### src/rtl/core/dus_pkg.sv
package dus_pkg;

	// widths of fields and registers
	localparam int ARM_W      = 4;
	localparam int Q_W        = 32;
	localparam int DF_W       = 17;
	localparam int CONF_W     = 21;
	localparam int BOUND_W    = 21;
	localparam int CFG_IDX_W  = 2;
	localparam int CFG_DATA_W = 21;
	localparam int LN_ITER    = 16;

	// Q16.16 constants
	localparam logic [Q_W-1:0] ONE_Q = 32'h0001_0000;
	localparam logic [Q_W-1:0] LN2_Q = 32'd45426;
	localparam logic [Q_W-1:0] ERR_Q = 32'h8000_0000;

	// register reset values
	localparam logic [DF_W-1:0]    DF_RST    = 17'd64881;
	localparam logic [CONF_W-1:0]  CONF_RST  = 21'd39322;
	localparam logic [BOUND_W-1:0] BOUND_RST = 21'd65536;

	// register indexes
	localparam logic [CFG_IDX_W-1:0] CFG_DISCOUNT = 2'd0;
	localparam logic [CFG_IDX_W-1:0] CFG_CONF     = 2'd1;
	localparam logic [CFG_IDX_W-1:0] CFG_BOUND    = 2'd2;

	// datapath commands
	localparam int OP_W = 5;
	localparam logic [OP_W-1:0] OP_NONE     = 5'd0;
	localparam logic [OP_W-1:0] OP_LOAD     = 5'd1;
	localparam logic [OP_W-1:0] OP_RD       = 5'd2;
	localparam logic [OP_W-1:0] OP_LATCH    = 5'd3;
	localparam logic [OP_W-1:0] OP_MUL_CNT  = 5'd4;
	localparam logic [OP_W-1:0] OP_MUL_SUM  = 5'd5;
	localparam logic [OP_W-1:0] OP_WR       = 5'd6;
	localparam logic [OP_W-1:0] OP_LN_INIT  = 5'd7;
	localparam logic [OP_W-1:0] OP_LN_NORM  = 5'd8;
	localparam logic [OP_W-1:0] OP_LN_MUL   = 5'd9;
	localparam logic [OP_W-1:0] OP_LN_STEP  = 5'd10;
	localparam logic [OP_W-1:0] OP_LN_FIN   = 5'd11;
	localparam logic [OP_W-1:0] OP_LN_RND   = 5'd12;
	localparam logic [OP_W-1:0] OP_CLN_MUL  = 5'd13;
	localparam logic [OP_W-1:0] OP_CLN_RND  = 5'd14;
	localparam logic [OP_W-1:0] OP_DIV_MEAN = 5'd15;
	localparam logic [OP_W-1:0] OP_DIV_EXP  = 5'd16;
	localparam logic [OP_W-1:0] OP_SQRT     = 5'd17;
	localparam logic [OP_W-1:0] OP_EXPL_MUL = 5'd18;
	localparam logic [OP_W-1:0] OP_SCORE    = 5'd19;

	typedef struct packed {
		logic [OP_W-1:0] op;
	} dus_cmd_t;

	typedef struct packed {
		logic             div_busy;
		logic             sqrt_busy;
		logic             ln_ready;
		logic             last_arm;
		logic [ARM_W-1:0] best_arm;
	} dus_stat_t;

endpackage

### src/rtl/core/dus_ctrl.sv
// Controller: report sequencing, step counter and result register.
module dus_ctrl #(
	parameter int NUM_ARMS = 16
) (
	input  logic                      clk,
	input  logic                      arst_n,
	input  logic                      in_valid,
	output logic                      in_ready,
	output logic                      out_valid,
	input  logic                      out_ready,
	output logic [dus_pkg::ARM_W-1:0] next_arm,
	output dus_pkg::dus_cmd_t         cmd,
	input  dus_pkg::dus_stat_t        stat
);
	localparam int SCW = $clog2(NUM_ARMS + 2);

	localparam logic [4:0] S_IDLE   = 5'd0;
	localparam logic [4:0] S_A_RD   = 5'd1;
	localparam logic [4:0] S_A_LAT  = 5'd2;
	localparam logic [4:0] S_A_MC   = 5'd3;
	localparam logic [4:0] S_A_MS   = 5'd4;
	localparam logic [4:0] S_A_WR   = 5'd5;
	localparam logic [4:0] S_L_INIT = 5'd6;
	localparam logic [4:0] S_L_NORM = 5'd7;
	localparam logic [4:0] S_L_SQ   = 5'd8;
	localparam logic [4:0] S_L_STEP = 5'd9;
	localparam logic [4:0] S_L_FIN  = 5'd10;
	localparam logic [4:0] S_L_RND  = 5'd11;
	localparam logic [4:0] S_C_MUL  = 5'd12;
	localparam logic [4:0] S_C_RND  = 5'd13;
	localparam logic [4:0] S_B_RD   = 5'd14;
	localparam logic [4:0] S_B_LAT  = 5'd15;
	localparam logic [4:0] S_B_D1   = 5'd16;
	localparam logic [4:0] S_B_W1   = 5'd17;
	localparam logic [4:0] S_B_W2   = 5'd18;
	localparam logic [4:0] S_B_W3   = 5'd19;
	localparam logic [4:0] S_B_SC   = 5'd20;
	localparam logic [4:0] S_FIN    = 5'd21;

	logic [4:0]                state_q;
	logic [4:0]                state_d;
	logic [SCW-1:0]            sc_q;
	logic [SCW-1:0]            sc_next;
	logic [3:0]                it_q;
	logic                      use_step_q;
	logic [dus_pkg::ARM_W-1:0] pick_q;
	logic                      out_valid_q;
	logic [dus_pkg::ARM_W-1:0] next_arm_q;
	logic                      in_acc;
	logic                      out_load;

	assign in_ready = (state_q == S_IDLE);
	assign in_acc   = in_valid && in_ready;
	assign out_load = (state_q == S_FIN) && (!out_valid_q || out_ready);
	assign sc_next  = (sc_q < SCW'(NUM_ARMS + 1)) ? (sc_q + SCW'(1)) : sc_q;

	always_comb begin
		state_d = state_q;
		cmd.op  = dus_pkg::OP_NONE;
		case (state_q)
			S_IDLE: begin
				if (in_acc) begin
					cmd.op  = dus_pkg::OP_LOAD;
					state_d = S_A_RD;
				end
			end
			S_A_RD: begin
				cmd.op  = dus_pkg::OP_RD;
				state_d = S_A_LAT;
			end
			S_A_LAT: begin
				cmd.op  = dus_pkg::OP_LATCH;
				state_d = S_A_MC;
			end
			S_A_MC: begin
				cmd.op  = dus_pkg::OP_MUL_CNT;
				state_d = S_A_MS;
			end
			S_A_MS: begin
				cmd.op  = dus_pkg::OP_MUL_SUM;
				state_d = S_A_WR;
			end
			S_A_WR: begin
				cmd.op = dus_pkg::OP_WR;
				if (!stat.last_arm) begin
					state_d = S_A_RD;
				end else if (use_step_q) begin
					state_d = S_FIN;
				end else begin
					state_d = S_L_INIT;
				end
			end
			S_L_INIT: begin
				cmd.op  = dus_pkg::OP_LN_INIT;
				state_d = S_L_NORM;
			end
			S_L_NORM: begin
				if (stat.ln_ready) begin
					state_d = S_L_SQ;
				end else begin
					cmd.op = dus_pkg::OP_LN_NORM;
				end
			end
			S_L_SQ: begin
				cmd.op  = dus_pkg::OP_LN_MUL;
				state_d = S_L_STEP;
			end
			S_L_STEP: begin
				cmd.op  = dus_pkg::OP_LN_STEP;
				state_d = (it_q == 4'(dus_pkg::LN_ITER - 1)) ? S_L_FIN : S_L_SQ;
			end
			S_L_FIN: begin
				cmd.op  = dus_pkg::OP_LN_FIN;
				state_d = S_L_RND;
			end
			S_L_RND: begin
				cmd.op  = dus_pkg::OP_LN_RND;
				state_d = S_C_MUL;
			end
			S_C_MUL: begin
				cmd.op  = dus_pkg::OP_CLN_MUL;
				state_d = S_C_RND;
			end
			S_C_RND: begin
				cmd.op  = dus_pkg::OP_CLN_RND;
				state_d = S_B_RD;
			end
			S_B_RD: begin
				cmd.op  = dus_pkg::OP_RD;
				state_d = S_B_LAT;
			end
			S_B_LAT: begin
				cmd.op  = dus_pkg::OP_LATCH;
				state_d = S_B_D1;
			end
			S_B_D1: begin
				cmd.op  = dus_pkg::OP_DIV_MEAN;
				state_d = S_B_W1;
			end
			S_B_W1: begin
				if (!stat.div_busy) begin
					cmd.op  = dus_pkg::OP_DIV_EXP;
					state_d = S_B_W2;
				end
			end
			S_B_W2: begin
				if (!stat.div_busy) begin
					cmd.op  = dus_pkg::OP_SQRT;
					state_d = S_B_W3;
				end
			end
			S_B_W3: begin
				if (!stat.sqrt_busy) begin
					cmd.op  = dus_pkg::OP_EXPL_MUL;
					state_d = S_B_SC;
				end
			end
			S_B_SC: begin
				cmd.op  = dus_pkg::OP_SCORE;
				state_d = stat.last_arm ? S_FIN : S_B_RD;
			end
			S_FIN: begin
				if (out_load) begin
					state_d = S_IDLE;
				end
			end
			default: begin
				state_d = S_IDLE;
			end
		endcase
	end

	always_ff @(posedge clk or negedge arst_n) begin
		if (!arst_n) begin
			state_q     <= S_IDLE;
			sc_q        <= SCW'(1);
			it_q        <= '0;
			use_step_q  <= 1'b0;
			pick_q      <= '0;
			out_valid_q <= 1'b0;
		end else begin
			state_q <= state_d;
			if (in_acc) begin
				sc_q       <= sc_next;
				use_step_q <= (sc_next - SCW'(1)) < SCW'(NUM_ARMS);
				pick_q     <= dus_pkg::ARM_W'(sc_next - SCW'(1));
			end
			if (state_q == S_L_INIT) begin
				it_q <= '0;
			end else if (state_q == S_L_STEP) begin
				it_q <= it_q + 4'd1;
			end
			if (out_load) begin
				out_valid_q <= 1'b1;
			end else if (out_ready) begin
				out_valid_q <= 1'b0;
			end
		end
	end

	always_ff @(posedge clk) begin
		if (out_load) begin
			next_arm_q <= use_step_q ? pick_q : stat.best_arm;
		end
	end

	assign out_valid = out_valid_q;
	assign next_arm  = next_arm_q;

	a_accept_starts: assert property (@(posedge clk) disable iff (!arst_n)
		in_acc |=> state_q == S_A_RD)
		else $error("report accepted but update pass not started");

	a_step_range: assert property (@(posedge clk) disable iff (!arst_n)
		(sc_q >= SCW'(1)) && (sc_q <= SCW'(NUM_ARMS + 1)))
		else $error("step counter out of range");

	a_load_from_fin: assert property (@(posedge clk) disable iff (!arst_n)
		$rose(out_valid_q) |-> $past(state_q) == S_FIN)
		else $error("result loaded outside final state");

	a_div_idle_at_sqrt: assert property (@(posedge clk) disable iff (!arst_n)
		state_q == S_B_W3 |-> !stat.div_busy)
		else $error("divider busy while square root runs");
endmodule

### config.mk
export PLATFORM = sky130hd
export DESIGN_NAME = dus_ctrl
export DESIGN_NICKNAME = d
export VERILOG_FILES = /design/src/rtl/core/dus_pkg.sv /design/src/rtl/core/dus_ctrl.sv
export SDC_FILE = /design/constraint.sdc
export NUM_CORES = 1
export LEC_CHECK = 0
export BUFFER_PORTS_ARGS = -buffer_cell sky130_fd_sc_hd__buf_2
export CORE_MARGIN = 2
export CORE_UTILIZATION = 35
export CTS_CLUSTER_SIZE = 8
export DETAILED_ROUTE_END_ITERATION = 12
export PLACE_DENSITY = 0.53
export SLEW_MARGIN = 20
export SYNTH_ARGS = -nofsm -noshare
export SYNTH_HDL_FRONTEND = slang
export SYNTH_SLANG_ARGS = --single-unit
### constraint.sdc
create_clock -name clk -period 1.8 [get_ports clk]
set_clock_uncertainty 0.2 [all_clocks]
set_input_delay 0.36 -clock clk [delete_from_list [all_inputs] [get_ports clk]]
set_output_delay 0.36 -clock clk [all_outputs]
set_load 0.005 [all_outputs]
==> impl_metrics.json, run 1 <==
{
  "wl_mm": 5.16,
  "drive_gt1_share_pct": 57.6,
  "antenna_found_initial": 0,
  "setup_viol": 24,
  "via_per_inst": 5.08,
  "cellPowerDensity_nw_per_um2": 1540,
  "final-max-slew-violation-count": 0,
  "pwr-share-clk_pct": 11.2,
  "peakVddDrop_mv": 0.587,
  "ys_async_sr_fraction_pct": 83.3,
  "switching_share_pct": 38.9,
  "gp_congestion": 0.845,
  "syn_inst": 197,
  "clk_pin_slew_ps": 90,
  "core_area_um2": 4750,
  "grt_pass1_vias": 1697,
  "ys.flop_type": "dfrtp_1",
  "num_io_pins": 23,
  "fp.dieH_um": 74.5,
  "rrSetupSlack_ps": -250,
  "rsz0062_at_grt": "yes",
  "diodes": 0,
  "synth-simple-area-share_pct": 25.3,
  "initial_core_util_pct": 36.6,
  "worstPathArrival_ps": 1610,
  "cts_made_buffers": 3,
  "hp-start": "stat[2]",
  "synth.yosys.seq_area_share_pct": 35.8,
  "worst_pin_slew_ps": 477,
  "dr.first_iter.drc_count": 75,
  "die_w_um": 74.5,
  "min_path_cells": 2,
  "seqPwrFrac_pct": 21.2,
  "fin_util_pct": 59.1,
  "synth_top_family_by_area": "simple AND/OR/NAND/NOR gates",
  "synth_fa_ha_area_share_pct": 2.16,
  "row_count": 25,
  "place_hpwl_mm": 3.22,
  "syn_to_final_growth_pct": 61.6,
  "synthXorXnorAreaFrac_pct": 4.53,
  "p_int_mw": 2.64,
  "violations": "negative setup slack",
  "synth_compound_area_share_pct": 19.0,
  "outcome": "finished, violations left",
  "worstSkewPairLatency_ps": 270,
  "synth.avg_cell_area_um2": 8.83,
  "cts_tree": "yes",
  "comb_power_share_pct": 67.6,
  "grt_pass1_wl_mm": 7.98,
  "startpoint_type": "register",
  "synth_mux_area_share_pct": 6.47,
  "hp-class": "in -> reg",
  "synth_edf_count": 4,
  "wl_met3_um": 198,
  "route.detailed.drc": 0,
  "worstPathRequired_ps": 1240,
  "grt_usage_pct": 18.7,
  "p_sw_mw": 1.68,
  "dieArea_um2": 5550,
  "via_count": 1753,
  "final_hold_viol_count": 0,
  "ys_ff_latch": 24,
  "clockRootBuffer": "clkbuf_8",
  "endpoint_kind": "output port",
  "cts.sinks": 24,
  "syn_area_um2": 1740,
  "min_to": "next_arm[2]",
  "min_period_ps": 2170,
  "finalNetCount": 294,
  "power.leakage_nw": 1.24,
  "reg2reg_to": "state_q[1]",
  "drt_first_pass_iters": 4,
  "topRoutingLayerUsed": "met4",
  "drv_cap": 0,
  "drt-met1-wl_mm": 2.30,
  "clockBufferDepth": 2,
  "crit_type": "reg -> out",
  "grt_remaining_overflow": 0,
  "synth_nets": 212,
  "rr_startpoint": "state_q[1]",
  "h-tree-depth": 1,
  "fmax_mhz": 461,
  "grt_max_degree": 21,
  "place_ws_ps": -127,
  "crit_fanout": 6,
  "yosysWarnings": 0,
  "r2r_cells": 6,
  "synth.distinct_cells": 60,
  "holdWs_ps": 186,
  "relSlewSlack_pct": 68.2,
  "routedWlPerCell_um": 15.0,
  "met2WireLength_mm": 2.63,
  "fin_crit_sh_pct": 120,
  "io_buffers": 22,
  "layout_setup_ws_ps": -368,
  "antenna_left": 0
}
-- power groups by stage --
stage | registers, mW | logic (mW) | clock network (mW)
2_1_floorplan | 0.823 | 1.31 | 0
3_3_place_gp | 0.929 | 2.01 | 0
3_5_place_dp | 0.932 | 2.00 | 0
4_1_cts | 0.897 | 2.55 | 0.495
5_1_grt | 0.932 | 3.16 | 0.513
6_report | 0.915 | 2.92 | 0.485
-- area by class of cell --
class | count | area, um^2
flip-flops and latches | 24 | 629
clock buffers | 3 | 41.3
fillers | 413 | 1940
clock inverters | 1 | 30.0
well taps | 67 | 83.8
multi-input cells | 150 | 1250
repair buffers | 94 | 748
inverters | 6 | 22.5
-- layer usage --
layer	up-vias	global-route usage [%]
li1	861	-
met1	857	24.9
met2	30	32.0
met3	5	2.98
met4	0	3.97
met5	-	0
-- per-stage QoR --
step	area (um^2)	TNS (ps)	total power, mW	std cells
finish	2810	-3250	4.32	345
global route	2810	-4940	4.60	345
CTS	2640	-2740	3.94	341
detailed placement	2240	-1630	2.94	320
global placement	2240	-1760	2.94	320
floorplan	1750	0	2.14	197
-- layout by cell type (no fill, tap or decap), types with 2 or more instances in the layout --
cell	synthesis	layout
inv_1	5	5
nor3_1	7	4
o21ai_1	4	11
nor2b_4	1	3
nand4_1	2	2
edfxtp_1	4	4
nand2b_4	0	3
a22oi_1	3	2
buf_2	9	21
dfrtp_1	19	13
nor2b_1	7	5
o22a_1	2	2
mux2_2	6	6
nor3_2	0	2
nor2_1	16	9
buf_6	2	16
mux2i_1	3	3
nand3_1	3	2
a31oi_1	2	2
clkbuf_8	0	3
buf_12	0	2
o211ai_1	2	2
a21oi_1	11	5
nor2_4	0	4
nand4b_1	2	2
nand3b_1	2	2
dfrtp_2	0	6
o22ai_1	3	3
buf_4	1	53
a21o_1	2	2
nor2_2	1	4
xor2_1	7	6
a21oi_2	0	6
nand2_2	1	3
or3_4	1	2
nand2_1	19	15
-- cells in the mapped netlist, types with 3 or more instances --
master	n	share of area, %
ha_1	3	2.2
buf_2	9	2.6
nand3_1	3	0.86
dfrtp_1	19	27
o22ai_1	3	1.1
edfxtp_1	4	6.9
nand2_1	19	4.1
a21oi_1	11	3.2
o21ai_0	8	2.3
nand2b_1	4	1.4
nor3_1	7	2.0
xor2_1	7	3.5
mux2i_1	3	1.7
a22oi_1	3	1.3
inv_1	5	1.1
clkbuf_1	4	0.86
nor2_1	16	3.5
nor2b_1	7	2.5
mux2_2	6	3.9
o21ai_1	4	1.2
-- kinds of logic after synthesis --
| logic type | after synthesis |
|---|---|
| XOR/XNOR | 9 |
| AO/OA/AOI/OAI | 50 |
| multiplexers | 10 |
| buffers and inverters | 23 |
| adder cells (fa/ha/maj) | 3 |
| AND/OR/NAND/NOR | 78 |
| flip-flops | 24 |
-- timing repair --
| action | CTS | global route |
|---|---|---|
| gates resized for setup | 51 | 32 |
| buffers inserted | 16 | 5 |
| endpoints found under the hold margin | 19 | 0 |
| hold buffers | 1 | 0 |
| endpoints found under the setup margin | 22 | 27 |
| pin swaps | 28 | 10 |
-- flip-flops by register name (all words and copies together) (netlist names) --
register	count
use_step_q	1
out_valid	1
it_q	4
state_q	5
pick_q	4
sc_q	5
next_arm	4
-- critical path, cell delays in order (launching register included) --
cell	delay, ps
dfrtp_2	460
buf_4	150
buf_4	130
nand2b_4	150
a211o_1	250
o21ai_1	70
buf_2	130
-- how the worst max path moves through the flow --
| stage | start | end | slack [ps] |
|---|---|---|---|
| after detailed placement | state_q[4] | cmd[0] | -130 |
| after CTS | state_q[1] | cmd[4] | -350 |
| after global routing | state_q[1] | cmd[4] | -460 |
| after floorplan | state_q[2] | cmd[1] | 0.7 |
| final | state_q[1] | cmd[0] | -370 |
| after global placement | state_q[4] | cmd[0] | -140 |
(Power assumes the default switching activity.)
==> run 2, diff against run 1 <==
==> constraint.sdc (replaced) <==
create_clock -name clk -period 1.8 [get_ports clk]
set_clock_uncertainty 0.2 [all_clocks]
set_input_delay 0.09 -clock clk [delete_from_list [all_inputs] [get_ports clk]]
set_output_delay 0.09 -clock clk [all_outputs]
set_load 0.005 [all_outputs]
==> run 2 against run 1 <==
The run still ends with negative setup slack left. Sequential share of layout area up 0.080 points. Sequential cell count unchanged. Die area unchanged. First-iteration DRC count up 11%. Sequential power down 2%. Non-clock buffer count up 1. Final area down 0.36%. Clock power about the same. Register-to-register slack better by 100 ps. Highest routed layer unchanged. Critical path depth unchanged.
==> impl_metrics.json, run 2 (synthesized netlist as in run 1, its figures left out) <==
{
  "cts_made_buffers": 3,
  "setup_viol": 12,
  "layout_common_cells": "buf_4 (42), buf_2 (21), buf_6 (21)",
  "min_period_ps": 1950,
  "grt_usage_pct": 18.3,
  "clk_pin_slew_ps": 100,
  "power.leakage_nw": 1.23,
  "final_hold_viol_count": 0,
  "route.detailed.drc": 0,
  "outcome": "finished, violations left",
  "num-fill-cells": 415,
  "finalNonFillerCells": 346,
  "fin_util_pct": 58.9,
  "drt-met1-wl_mm": 2.27,
  "drv_cap": 0,
  "place_hpwl_mm": 3.23,
  "worstPathRequired_ps": 1760,
  "initial_core_util_pct": 36.6,
  "h-tree-depth": 1,
  "ff_latch_area_um2": 629,
  "via_count": 1755,
  "grt_remaining_overflow": 0,
  "wl_mm": 5.10,
  "fmax_mhz": 513,
  "dieArea_um2": 5550,
  "via_per_inst": 5.07,
  "place_ws_ps": -153,
  "critPathBufInv": 2,
  "core_area_um2": 4750,
  "drt_first_pass_iters": 4,
  "dp_cells": 314,
  "finalNetCount": 295,
  "place_area_um2": 2180,
  "num_io_pins": 23,
  "syn_to_final_growth_pct": 61.0,
  "wl_met3_um": 174,
  "violations": "negative setup slack",
  "worst_pin_slew_ps": 491,
  "holdWs_ps": 105,
  "finalSetupTns_ps": -800,
  "layout_setup_ws_ps": -149,
  "worstSkewPairLatency_ps": 270,
  "crit_family": "flip-flops",
  "worstPathArrival_ps": 1910,
  "peakVddDrop_mv": 0.802,
  "row_count": 25,
  "clockBufferDepth": 2,
  "cts_tree": "yes",
  "cts.sinks": 24,
  "max_stage_delay_ps": 500,
  "final_common_cell": "buf_4",
  "antenna_left": 0,
  "grt_pass1_wl_mm": 7.87,
  "hp-class": "in -> async",
  "io_buffers": 22,
  "path_cells": "buf_12 > buf_4 > nand3_4 > o22ai_4 > or3_4 > mux2_4",
  "top_regs": "sc_q (5), state_q (5)",
  "die_w_um": 74.5,
  "power_mw": 4.16,
  "startpoint_type": "register",
  "final_area_um2": 2800,
  "antenna_found_initial": 0,
  "slowest_stage": "dfrtp_2",
  "endpoint_kind": "register",
  "routedWlPerCell_um": 14.7,
  "dr.first_iter.drc_count": 83,
  "relSlewSlack_pct": 67.3,
  "clockRootBuffer": "clkbuf_8",
  "met2WireLength_mm": 2.64,
  "crit_fanout": 6,
  "topRoutingLayerUsed": "met4",
  "fin_crit_sh_pct": 108,
  "final-max-slew-violation-count": 0,
  "diodes": 0,
  "grt_max_degree": 21,
  "drive_gt1_share_pct": 54.1,
  "multiInputGateArea_um2": 1200,
  "grt_pass1_vias": 1698,
  "fp.dieH_um": 74.5,
  "gp_congestion": 0.839,
  "crit_type": "reg -> reg",
  "rsz0062_at_grt": "yes",
  "cellPowerDensity_nw_per_um2": 1480
}
[run 2: cell types whose count changed in the layout (fill, tap and decap cells not counted), moves of 3 or more]
cell	delta
buf_4	-11
buf_6	+5
nor3_2	+3
nor2b_2	+3
dlygate4sd3_1	+6
[run 2: final timing paths]
path                            startpoint          to  slack, ps  cells after the start
worst max-delay path            state_q[2]  state_q[1]       -150                      6
worst min-delay path                arst_n   out_valid        110                      2
worst max register to register  state_q[2]  state_q[1]       -150                      6
worst min register to register   pick_q[3]   pick_q[3]        320                      2
max in group asynchronous           arst_n  state_q[0]        930                      2
min in group clk                   stat[5]  state_q[2]        140                      6
[run 2: what timing repair did]
item                                   CTS  global route
endpoints found under the hold margin   26             0
hold buffers                             7             0
gates cloned                             0             0
setup endpoints to repair               21            26
resized for setup                       39            41
pin swaps                               18            16
setup buffers                           14             7
[run 2: layer usage]
| layer | vias up | global-route usage, % |
|---|---|---|
| li1 | 865 | - |
| met1 | 858 | 23.9 |
| met2 | 30 | 31.8 |
| met3 | 2 | 3.25 |
| met4 | 0 | 3.57 |
| met5 | - | 0 |
[run 2: worst register-to-register path: cells and delay by family (launching register included)]
family | cells | cell delay, ps
DFF | 1 | 500
and+or+nand+nor | 2 | 470
buffers and inverters | 2 | 300
muxes | 1 | 300
AOI/OAI and AO/OA | 1 | 80
[run 2: power by group]
part | leakage [nW] | internal, mW | switching, mW
Combinational | 0.916 | 1.55 | 1.22
Sequential | 0.280 | 0.721 | 0.176
Clock | 0.0357 | 0.297 | 0.186
Total | 1.23 | 2.57 | 1.58
[run 2: cell type report]
class / instances / share of cell area [%]
Tap cell: 67 / 2.99
Clock inverter: 1 / 1.07
Inverter: 6 / 0.804
Clock buffer: 3 / 1.47
Multi-Input combinational cell: 150 / 42.7
Timing Repair Buffer: 95 / 28.5
Sequential cell: 24 / 22.5
